### config.mk
export PLATFORM = sky130hd
export DESIGN_NAME = dlte_ctrl
export DESIGN_NICKNAME = d
export VERILOG_FILES = /design/src/rtl/dlte_pkg.sv /design/src/rtl/dlte_ctrl.sv
export VERILOG_INCLUDE_DIRS = /design/src /design/src/rtl
export SDC_FILE = /design/constraint.sdc
export NUM_CORES = 1
export LEC_CHECK = 0
export BUFFER_PORTS_ARGS = -buffer_cell sky130_fd_sc_hd__buf_4
export CORE_MARGIN = 2
export CORE_UTILIZATION = 25
export CTS_CLUSTER_DIAMETER = 30
export DETAILED_ROUTE_END_ITERATION = 8
export PLACE_DENSITY = 0.45
export SYNTH_ARGS = -nofsm -noshare
export SYNTH_HDL_FRONTEND = slang
export SYNTH_SLANG_ARGS = --single-unit
### constraint.sdc
create_clock -name clk_i -period 3.4 [get_ports clk_i]
set_input_delay 0.34 -clock clk_i [delete_from_list [all_inputs] [get_ports clk_i]]
set_output_delay 0.34 -clock clk_i [all_outputs]
set_load 0.01 [all_outputs]
### src/rtl/dense_layer_train_engine_assert.svh
// Assertion macros for the dense layer training engine.
// Depends on nothing; included by dlte_ctrl, which checks its own control logic.
`ifndef DENSE_LAYER_TRAIN_ENGINE_ASSERT_SVH
`define DENSE_LAYER_TRAIN_ENGINE_ASSERT_SVH

// Same-cycle implication under an active-low reset
`define DLTE_ASSERT_IMPL(label, clk, rst_n, ante, cons, msg) \
  label: assert property (@(posedge clk) disable iff (!rst_n) (ante) |-> (cons)) \
    else $error(msg);

// Next-cycle implication under an active-low reset
`define DLTE_ASSERT_NEXT(label, clk, rst_n, ante, cons, msg) \
  label: assert property (@(posedge clk) disable iff (!rst_n) (ante) |=> (cons)) \
    else $error(msg);

`endif

### src/rtl/dlte_pkg.sv
// Shared types for the dense layer training engine: datapath operation codes,
// the controller-to-datapath command word and the status word. No dependencies.
`timescale 1ns / 1ps
`default_nettype none

package dlte_pkg;

  // Widest row and column counters over the supported size range
  localparam int ROW_W = 12;
  localparam int COL_W = 6;

  typedef enum logic [4:0] {
    OP_NOP,
    OP_LOAD_W,
    OP_LOAD_B,
    OP_STORE_X,
    OP_STORE_G,
    OP_RD,
    OP_MUL_FWD,
    OP_ACC_SUM,
    OP_ACC_CLR,
    OP_MUL_BWD,
    OP_ACC_BWD,
    OP_WR_DW,
    OP_MUL_UPD_W,
    OP_WR_W_UPD,
    OP_MUL_UPD_B,
    OP_WR_B_UPD,
    OP_CLR_DW,
    OP_PUSH_FWD,
    OP_PUSH_BWD
  } dp_op_e;

  typedef struct packed {
    dp_op_e             op;
    logic [ROW_W-1:0]   row;
    logic [COL_W-1:0]   col;
    logic [COL_W-1:0]   col_last;
    logic signed [31:0] value;
    logic [15:0]        lr;
    logic               last;
  } cmd_t;

  typedef struct packed {
    logic push_done;
  } sts_t;

endpackage

`default_nettype wire

### src/rtl/dlte_ctrl.sv
// Controller of the dense layer training engine: configuration registers, item
// capture and the sequencer that issues datapath commands. Uses dlte_pkg.
`timescale 1ns / 1ps
`default_nettype none

`include "dense_layer_train_engine_assert.svh"

module dlte_ctrl #(
  parameter int IN_MAX  = 1024,
  parameter int OUT_MAX = 16
) (
  input  wire logic                clk_i,
  input  wire logic                rst_ni,
  input  wire logic                in_valid_i,
  output logic                     in_ready_o,
  input  wire logic [2:0]          in_mode_i,
  input  wire logic [9:0]          in_index_in_i,
  input  wire logic [3:0]          in_index_out_i,
  input  wire logic signed [31:0]  in_value_i,
  input  wire logic                cfg_valid_i,
  output logic                     cfg_ready_o,
  input  wire logic [1:0]          cfg_index_i,
  input  wire logic [15:0]         cfg_data_i,
  output dlte_pkg::cmd_t           cmd_o,
  input  wire dlte_pkg::sts_t      sts_i
);

  localparam int RowW = dlte_pkg::ROW_W;
  localparam int ColW = dlte_pkg::COL_W;

  typedef enum logic [2:0] {
    MODE_LOAD_W   = 3'd0,
    MODE_LOAD_B   = 3'd1,
    MODE_FWD      = 3'd2,
    MODE_GRAD     = 3'd3,
    MODE_BWD      = 3'd4,
    MODE_UPDATE   = 3'd5,
    MODE_CLR_GRAD = 3'd6
  } mode_e;

  typedef enum logic [1:0] {
    CFG_IN_COUNT   = 2'd0,
    CFG_OUT_COUNT  = 2'd1,
    CFG_LEARN_RATE = 2'd2
  } cfg_reg_e;

  typedef enum logic [4:0] {
    S_CLEAR, S_IDLE, S_DECODE,
    S_F_RD, S_F_MUL, S_F_ACC, S_F_NEXT, S_F_EMIT,
    S_B_RD, S_B_M1, S_B_ACC, S_B_WR, S_B_NEXT, S_B_EMIT,
    S_U_MUL, S_U_WR, S_U_NEXT, S_UB_WR, S_UB_NEXT
  } state_e;

  state_e             state_q;
  dlte_pkg::cmd_t     cmd_q;
  logic [10:0]        in_cnt_q;
  logic [4:0]         out_cnt_q;
  logic [15:0]        lr_q;
  logic [2:0]         mode_q;
  logic [9:0]         j_q;
  logic [3:0]         o_q;
  logic signed [31:0] val_q;
  logic [RowW-1:0]    row_last;
  logic [ColW-1:0]    col_last;

  assign in_ready_o  = (state_q == S_IDLE);
  assign cfg_ready_o = 1'b1;
  assign cmd_o       = cmd_q;

  // Clamp the configured counts to the storage size
  always_comb begin
    if (in_cnt_q == '0) begin
      row_last = '0;
    end else if (int'(in_cnt_q) > IN_MAX) begin
      row_last = RowW'(IN_MAX - 1);
    end else begin
      row_last = RowW'(in_cnt_q - 11'd1);
    end
    if (out_cnt_q == '0) begin
      col_last = '0;
    end else if (int'(out_cnt_q) > OUT_MAX) begin
      col_last = ColW'(OUT_MAX - 1);
    end else begin
      col_last = ColW'(out_cnt_q - 5'd1);
    end
  end

  // Configuration registers
  always_ff @(posedge clk_i or negedge rst_ni) begin
    if (!rst_ni) begin
      in_cnt_q  <= 11'd784;
      out_cnt_q <= 5'd10;
      lr_q      <= 16'd655;
    end else if (cfg_valid_i) begin
      unique case (cfg_index_i)
        CFG_IN_COUNT:   in_cnt_q  <= cfg_data_i[10:0];
        CFG_OUT_COUNT:  out_cnt_q <= cfg_data_i[4:0];
        CFG_LEARN_RATE: lr_q      <= cfg_data_i;
        default: ;
      endcase
    end
  end

  // Capture the accepted beat
  always_ff @(posedge clk_i) begin
    if (in_valid_i && in_ready_o) begin
      mode_q <= in_mode_i;
      j_q    <= in_index_in_i;
      o_q    <= in_index_out_i;
      val_q  <= in_value_i;
    end
  end

  // Sequencer: state and the registered command word
  always_ff @(posedge clk_i or negedge rst_ni) begin
    if (!rst_ni) begin
      state_q <= S_CLEAR;
      cmd_q   <= '{op: dlte_pkg::OP_CLR_DW, default: '0};
    end else begin
      unique case (state_q)
        S_CLEAR: begin
          if (cmd_q.row == RowW'(IN_MAX - 1) && cmd_q.col == ColW'(OUT_MAX - 1)) begin
            cmd_q.op <= dlte_pkg::OP_NOP;
            state_q  <= S_IDLE;
          end else if (cmd_q.col == ColW'(OUT_MAX - 1)) begin
            cmd_q.col <= '0;
            cmd_q.row <= cmd_q.row + 1'b1;
          end else begin
            cmd_q.col <= cmd_q.col + 1'b1;
          end
        end
        S_IDLE: begin
          cmd_q.op <= dlte_pkg::OP_NOP;
          if (in_valid_i) begin
            state_q <= S_DECODE;
          end
        end
        S_DECODE: begin
          cmd_q.row      <= RowW'(j_q);
          cmd_q.col      <= ColW'(o_q);
          cmd_q.value    <= val_q;
          cmd_q.col_last <= col_last;
          cmd_q.lr       <= lr_q;
          cmd_q.last     <= 1'b0;
          cmd_q.op       <= dlte_pkg::OP_NOP;
          state_q        <= S_IDLE;
          unique case (mode_q)
            MODE_LOAD_W: begin
              if (int'(j_q) < IN_MAX && int'(o_q) < OUT_MAX) begin
                cmd_q.op <= dlte_pkg::OP_LOAD_W;
              end
            end
            MODE_LOAD_B: begin
              if (int'(o_q) < OUT_MAX) begin
                cmd_q.op <= dlte_pkg::OP_LOAD_B;
              end
            end
            MODE_FWD: begin
              if (int'(j_q) <= int'(row_last)) begin
                cmd_q.op  <= dlte_pkg::OP_STORE_X;
                cmd_q.col <= '0;
                state_q   <= S_F_RD;
              end
            end
            MODE_GRAD: begin
              if (int'(o_q) <= int'(col_last)) begin
                cmd_q.op <= dlte_pkg::OP_STORE_G;
              end
            end
            MODE_BWD: begin
              if (int'(j_q) <= int'(row_last)) begin
                cmd_q.op  <= dlte_pkg::OP_ACC_CLR;
                cmd_q.col <= '0;
                state_q   <= S_B_RD;
              end
            end
            MODE_UPDATE: begin
              cmd_q.op  <= dlte_pkg::OP_RD;
              cmd_q.row <= '0;
              cmd_q.col <= '0;
              state_q   <= S_U_MUL;
            end
            MODE_CLR_GRAD: begin
              cmd_q.op  <= dlte_pkg::OP_CLR_DW;
              cmd_q.row <= '0;
              cmd_q.col <= '0;
              state_q   <= S_CLEAR;
            end
            default: ;
          endcase
        end
        // Forward: one multiply-accumulate per output column
        S_F_RD: begin
          cmd_q.op <= dlte_pkg::OP_RD;
          state_q  <= S_F_MUL;
        end
        S_F_MUL: begin
          cmd_q.op <= dlte_pkg::OP_MUL_FWD;
          state_q  <= S_F_ACC;
        end
        S_F_ACC: begin
          cmd_q.op <= dlte_pkg::OP_ACC_SUM;
          state_q  <= S_F_NEXT;
        end
        S_F_NEXT: begin
          if (cmd_q.col != cmd_q.col_last) begin
            cmd_q.op  <= dlte_pkg::OP_RD;
            cmd_q.col <= cmd_q.col + 1'b1;
            state_q   <= S_F_MUL;
          end else if (cmd_q.row == row_last) begin
            cmd_q.op   <= dlte_pkg::OP_PUSH_FWD;
            cmd_q.col  <= '0;
            cmd_q.last <= (cmd_q.col_last == '0);
            state_q    <= S_F_EMIT;
          end else begin
            cmd_q.op <= dlte_pkg::OP_NOP;
            state_q  <= S_IDLE;
          end
        end
        S_F_EMIT: begin
          if (sts_i.push_done) begin
            if (cmd_q.col == cmd_q.col_last) begin
              cmd_q.op <= dlte_pkg::OP_NOP;
              state_q  <= S_IDLE;
            end else begin
              cmd_q.col  <= cmd_q.col + 1'b1;
              cmd_q.last <= (cmd_q.col + 1'b1 == cmd_q.col_last);
            end
          end
        end
        // Backward: input gradient and weight gradient per column
        S_B_RD: begin
          cmd_q.op <= dlte_pkg::OP_RD;
          state_q  <= S_B_M1;
        end
        S_B_M1: begin
          cmd_q.op <= dlte_pkg::OP_MUL_BWD;
          state_q  <= S_B_ACC;
        end
        S_B_ACC: begin
          cmd_q.op <= dlte_pkg::OP_ACC_BWD;
          state_q  <= S_B_WR;
        end
        S_B_WR: begin
          cmd_q.op <= dlte_pkg::OP_WR_DW;
          state_q  <= S_B_NEXT;
        end
        S_B_NEXT: begin
          if (cmd_q.col != cmd_q.col_last) begin
            cmd_q.op  <= dlte_pkg::OP_RD;
            cmd_q.col <= cmd_q.col + 1'b1;
            state_q   <= S_B_M1;
          end else begin
            cmd_q.op   <= dlte_pkg::OP_PUSH_BWD;
            cmd_q.last <= (cmd_q.row == row_last);
            state_q    <= S_B_EMIT;
          end
        end
        S_B_EMIT: begin
          if (sts_i.push_done) begin
            cmd_q.op <= dlte_pkg::OP_NOP;
            state_q  <= S_IDLE;
          end
        end
        // Update: sweep the active weights, then the biases
        S_U_MUL: begin
          cmd_q.op <= dlte_pkg::OP_MUL_UPD_W;
          state_q  <= S_U_WR;
        end
        S_U_WR: begin
          cmd_q.op <= dlte_pkg::OP_WR_W_UPD;
          state_q  <= S_U_NEXT;
        end
        S_U_NEXT: begin
          if (cmd_q.col != cmd_q.col_last) begin
            cmd_q.op  <= dlte_pkg::OP_RD;
            cmd_q.col <= cmd_q.col + 1'b1;
            state_q   <= S_U_MUL;
          end else if (cmd_q.row != row_last) begin
            cmd_q.op  <= dlte_pkg::OP_RD;
            cmd_q.col <= '0;
            cmd_q.row <= cmd_q.row + 1'b1;
            state_q   <= S_U_MUL;
          end else begin
            cmd_q.op  <= dlte_pkg::OP_MUL_UPD_B;
            cmd_q.col <= '0;
            state_q   <= S_UB_WR;
          end
        end
        S_UB_WR: begin
          cmd_q.op <= dlte_pkg::OP_WR_B_UPD;
          state_q  <= S_UB_NEXT;
        end
        S_UB_NEXT: begin
          if (cmd_q.col != cmd_q.col_last) begin
            cmd_q.op  <= dlte_pkg::OP_MUL_UPD_B;
            cmd_q.col <= cmd_q.col + 1'b1;
            state_q   <= S_UB_WR;
          end else begin
            cmd_q.op <= dlte_pkg::OP_NOP;
            state_q  <= S_IDLE;
          end
        end
        default: begin
          cmd_q.op <= dlte_pkg::OP_NOP;
          state_q  <= S_IDLE;
        end
      endcase
    end
  end

  `DLTE_ASSERT_NEXT(a_fwd_push_hold, clk_i, rst_ni,
    cmd_q.op == dlte_pkg::OP_PUSH_FWD && !sts_i.push_done,
    cmd_q.op == dlte_pkg::OP_PUSH_FWD && $stable(cmd_q.col), "forward beat dropped")
  `DLTE_ASSERT_NEXT(a_bwd_push_hold, clk_i, rst_ni,
    cmd_q.op == dlte_pkg::OP_PUSH_BWD && !sts_i.push_done,
    cmd_q.op == dlte_pkg::OP_PUSH_BWD && $stable(cmd_q.last), "backward beat dropped")
  `DLTE_ASSERT_IMPL(a_clear_blocks, clk_i, rst_ni, state_q == S_CLEAR,
    !in_ready_o && cmd_q.op == dlte_pkg::OP_CLR_DW, "item taken during clear")
  `DLTE_ASSERT_IMPL(a_col_bound, clk_i, rst_ni, cmd_q.op == dlte_pkg::OP_RD,
    cmd_q.col <= cmd_q.col_last, "column beyond active range")

endmodule

`default_nettype wire

==> impl_metrics.toml <==
[route]
routed_wl_mm = 24.8
vias = 6931
avgViaCountPerCell = 4.70
dr.pass1.iters = 4
wire_per_inst_um = 16.9
ant_nets = 0
drc = 0
drtIter0Drc = 494

[logic_synthesis]
synth_top_area_cell = "dfrtp_1"
synthCells = 840
synth-warning-count = 0
async_flop_share = 0.701
synth_area_um2 = 8360
synth_edf_count = 49
synth_most_common_cell = "nand2_1"
yosys_register_bits = 164
synthesis.nets = 931
ys_seq_area_frac = 0.522
synth-main-ff-cell = "dfrtp_1"
yosysTopAreaCellShare = 0.308
synth.top_cells.by_count = "197 x nand2_1, 103 x dfrtp_1, 49 x edfxtp_1"
syn_area_per_cell_um2 = 9.95
yosys.cell_types.count = 83
ys_top_cells_by_area = "dfrtp_1 31%, edfxtp_1 18%, nand2_1 8.8%, mux2_2 4.3%, dfstp_2 3.8%"

[critical_path]
critPathCaptureType = "flip-flop"
critPathLaunchType = "flip-flop"
worstSetupPathType = "reg -> reg"
r2r_setup_slack_ps = 70
r2r-start = "in_cnt_q[1]"
cp-startpoint = "in_cnt_q[1]"
crit_fanout = 8
reg2regPathDepth = 15
required_ps = 3730
arrival_ps = 3670
r2r-end = "cmd_o[58]"

[clocking]
cts_tree = "done"
insertion_delay_ps = 450
cts.path.max_buffers = 2
cts_sinks = 164
clk_pin_slew_ps = 80
cts_max_level = 4
cts_root_buffer = "clkbuf_16"
cts_buffers = 17

[job]
cap_violations = 0

[worst_hold_path]
hp-class = "in -> reg"
holdPathEnd = "val_q[16]"
hold_path_depth = 1
hold_path_startpoint = "in_value_i[16]"

[grt]
antenna_found_initial = 0
grt_max_degree = 56
grt_pass1_vias = 6917
overflow = 0
grt_pass1_wl_mm = 39.7
track_usage = 0.145

[power]
p_leak_nw = 4.76
ir_drop_mv = 0.356
powerDensity_nw_per_um2 = 787
p_total_mw = 8.67

[die]
num_rows = 66
die_width_um = 187
core_area_um2 = 32700
die-area_um2 = 34900
start_util = 0.256
die_y_um = 187
ioPinCount = 152

[timing]
period_minus_slack_ps = 3330
finalSetupViolCount = 0
finalClockSkew_ps = 10.1
fin_tns_setup_ps = 0
grt_setup_unrepaired = "yes"
maxSlewHeadroom = 0.300
setup_slack_ps = 65.1
hold_violations = 0
drv_slew = 0
fmax_mhz = 300
period_share = 0.981
holdWs_ps = 63.3
tightest_slew_ps = 1040

[place]
place_inst = 1438
post-dp-hpwl_mm = 17.8
gp_congestion = 0.831
portBuffers = 150
placed_area_um2 = 10300
place_ws_ps = -4.76

[outcome]
status = "complete, no violations"

[final_layout]
area_growth_pct = 31.9
final_layout_size_suffix_gt1_frac = 0.309
antenna_cells = 0
finish.utilization = 0.337
fin_nets = 1110
multi_input_area_um2 = 3850
fillCellCount = 3426
fin_area_um2 = 11000
regArea_um2 = 4360
layoutNonFillerInstCount = 1474
==> power by group <==
group	switching (mW)	leakage [nW]	total, mW	internal, mW
combinational	1.94	2.60	3.56	1.62
sequential	0.522	1.87	3.16	2.63
clock	0.960	0.287	1.95	0.987
total	3.42	4.76	8.67	5.24
==> worst max path at each step <==
| stage | to | slack [ps] | cells after the start |
|---|---|---|---|
| after floorplan | cmd_o[58] | 100 | 16 |
| after global placement | cmd_o[58] | 60 | 13 |
| after detailed placement | cmd_o[58] | -5 | 13 |
| after CTS | cmd_o[58] | 3 | 15 |
| after global routing | cmd_o[74] | -80 | 15 |
| final | cmd_o[58] | 70 | 15 |
==> layout make-up <==
class                           instances  area share
Clock buffer                           18      0.0390
Clock inverter                         14      0.0139
Inverter                               27     0.00920
Multi-Input combinational cell        606       0.349
Sequential cell                       164       0.396
Tap cell                              442      0.0502
Timing Repair Buffer                  203       0.142
==> state kept, by name, indices dropped and copies added, names as in the netlist <==
name and flops:
cmd_o 78, val_q 32, lr_q 16, in_cnt_q 11, j_q 10, out_cnt_q 5
state_q 5, o_q 4, mode_q 3
==> metal layers <==
metal | vias up | track usage | share of wire
li1 | 3364 | - | -
met1 | 3359 | 0.198 | 0.47
met2 | 192 | 0.219 | 0.44
met3 | 16 | 0.0508 | 0.073
met4 | 0 | 0.0394 | 0.014
met5 | - | 0 | 0
==> cell families after synthesis <==
group,share of synthesized area
other cells,0.000449
mux,0.0443
simple gates,0.199
compound gates,0.146
buf+inv,0.0350
fa+ha+maj,0.0308
flops,0.522
xor+xnor,0.0220
==> what timing repair did <==
item	in CTS	in global routing
hold buffers	1	0
setup endpoints to repair	2	19
pin swaps	3	7
endpoints found under the hold margin	8	0
cloned	0	0
resized for setup	3	21
buffers inserted	1	2
==> cell usage in the layout (no fill, tap or decap), types with 10 or more instances in the layout <==
master / n
nand2_1: 197
ha_1: 17
nor2_1: 38
a21oi_1: 32
nand3_1: 20
edfxtp_1: 49
inv_1: 25
nor3_1: 20
dfstp_2: 12
mux2_2: 32
dfrtp_1: 103
xor2_1: 10
buf_4: 198
clkbuf_16: 17
o21ai_0: 41
==> worst max-delay path, stage by stage (launching register included) <==
cell and delay (ps):
dfrtp_1 380, inv_1 90, ha_2 200, or4b_4 460
buf_6 160, o31ai_4 200, a21o_1 230, ha_4 220
nor2b_1 120, o211ai_1 150, a21oi_1 110, o211a_4 270
a31o_4 240, nand2_1 60, o21ai_0 70, mux2_2 260
No activity file was read; power rests on OpenSTA's default activity.
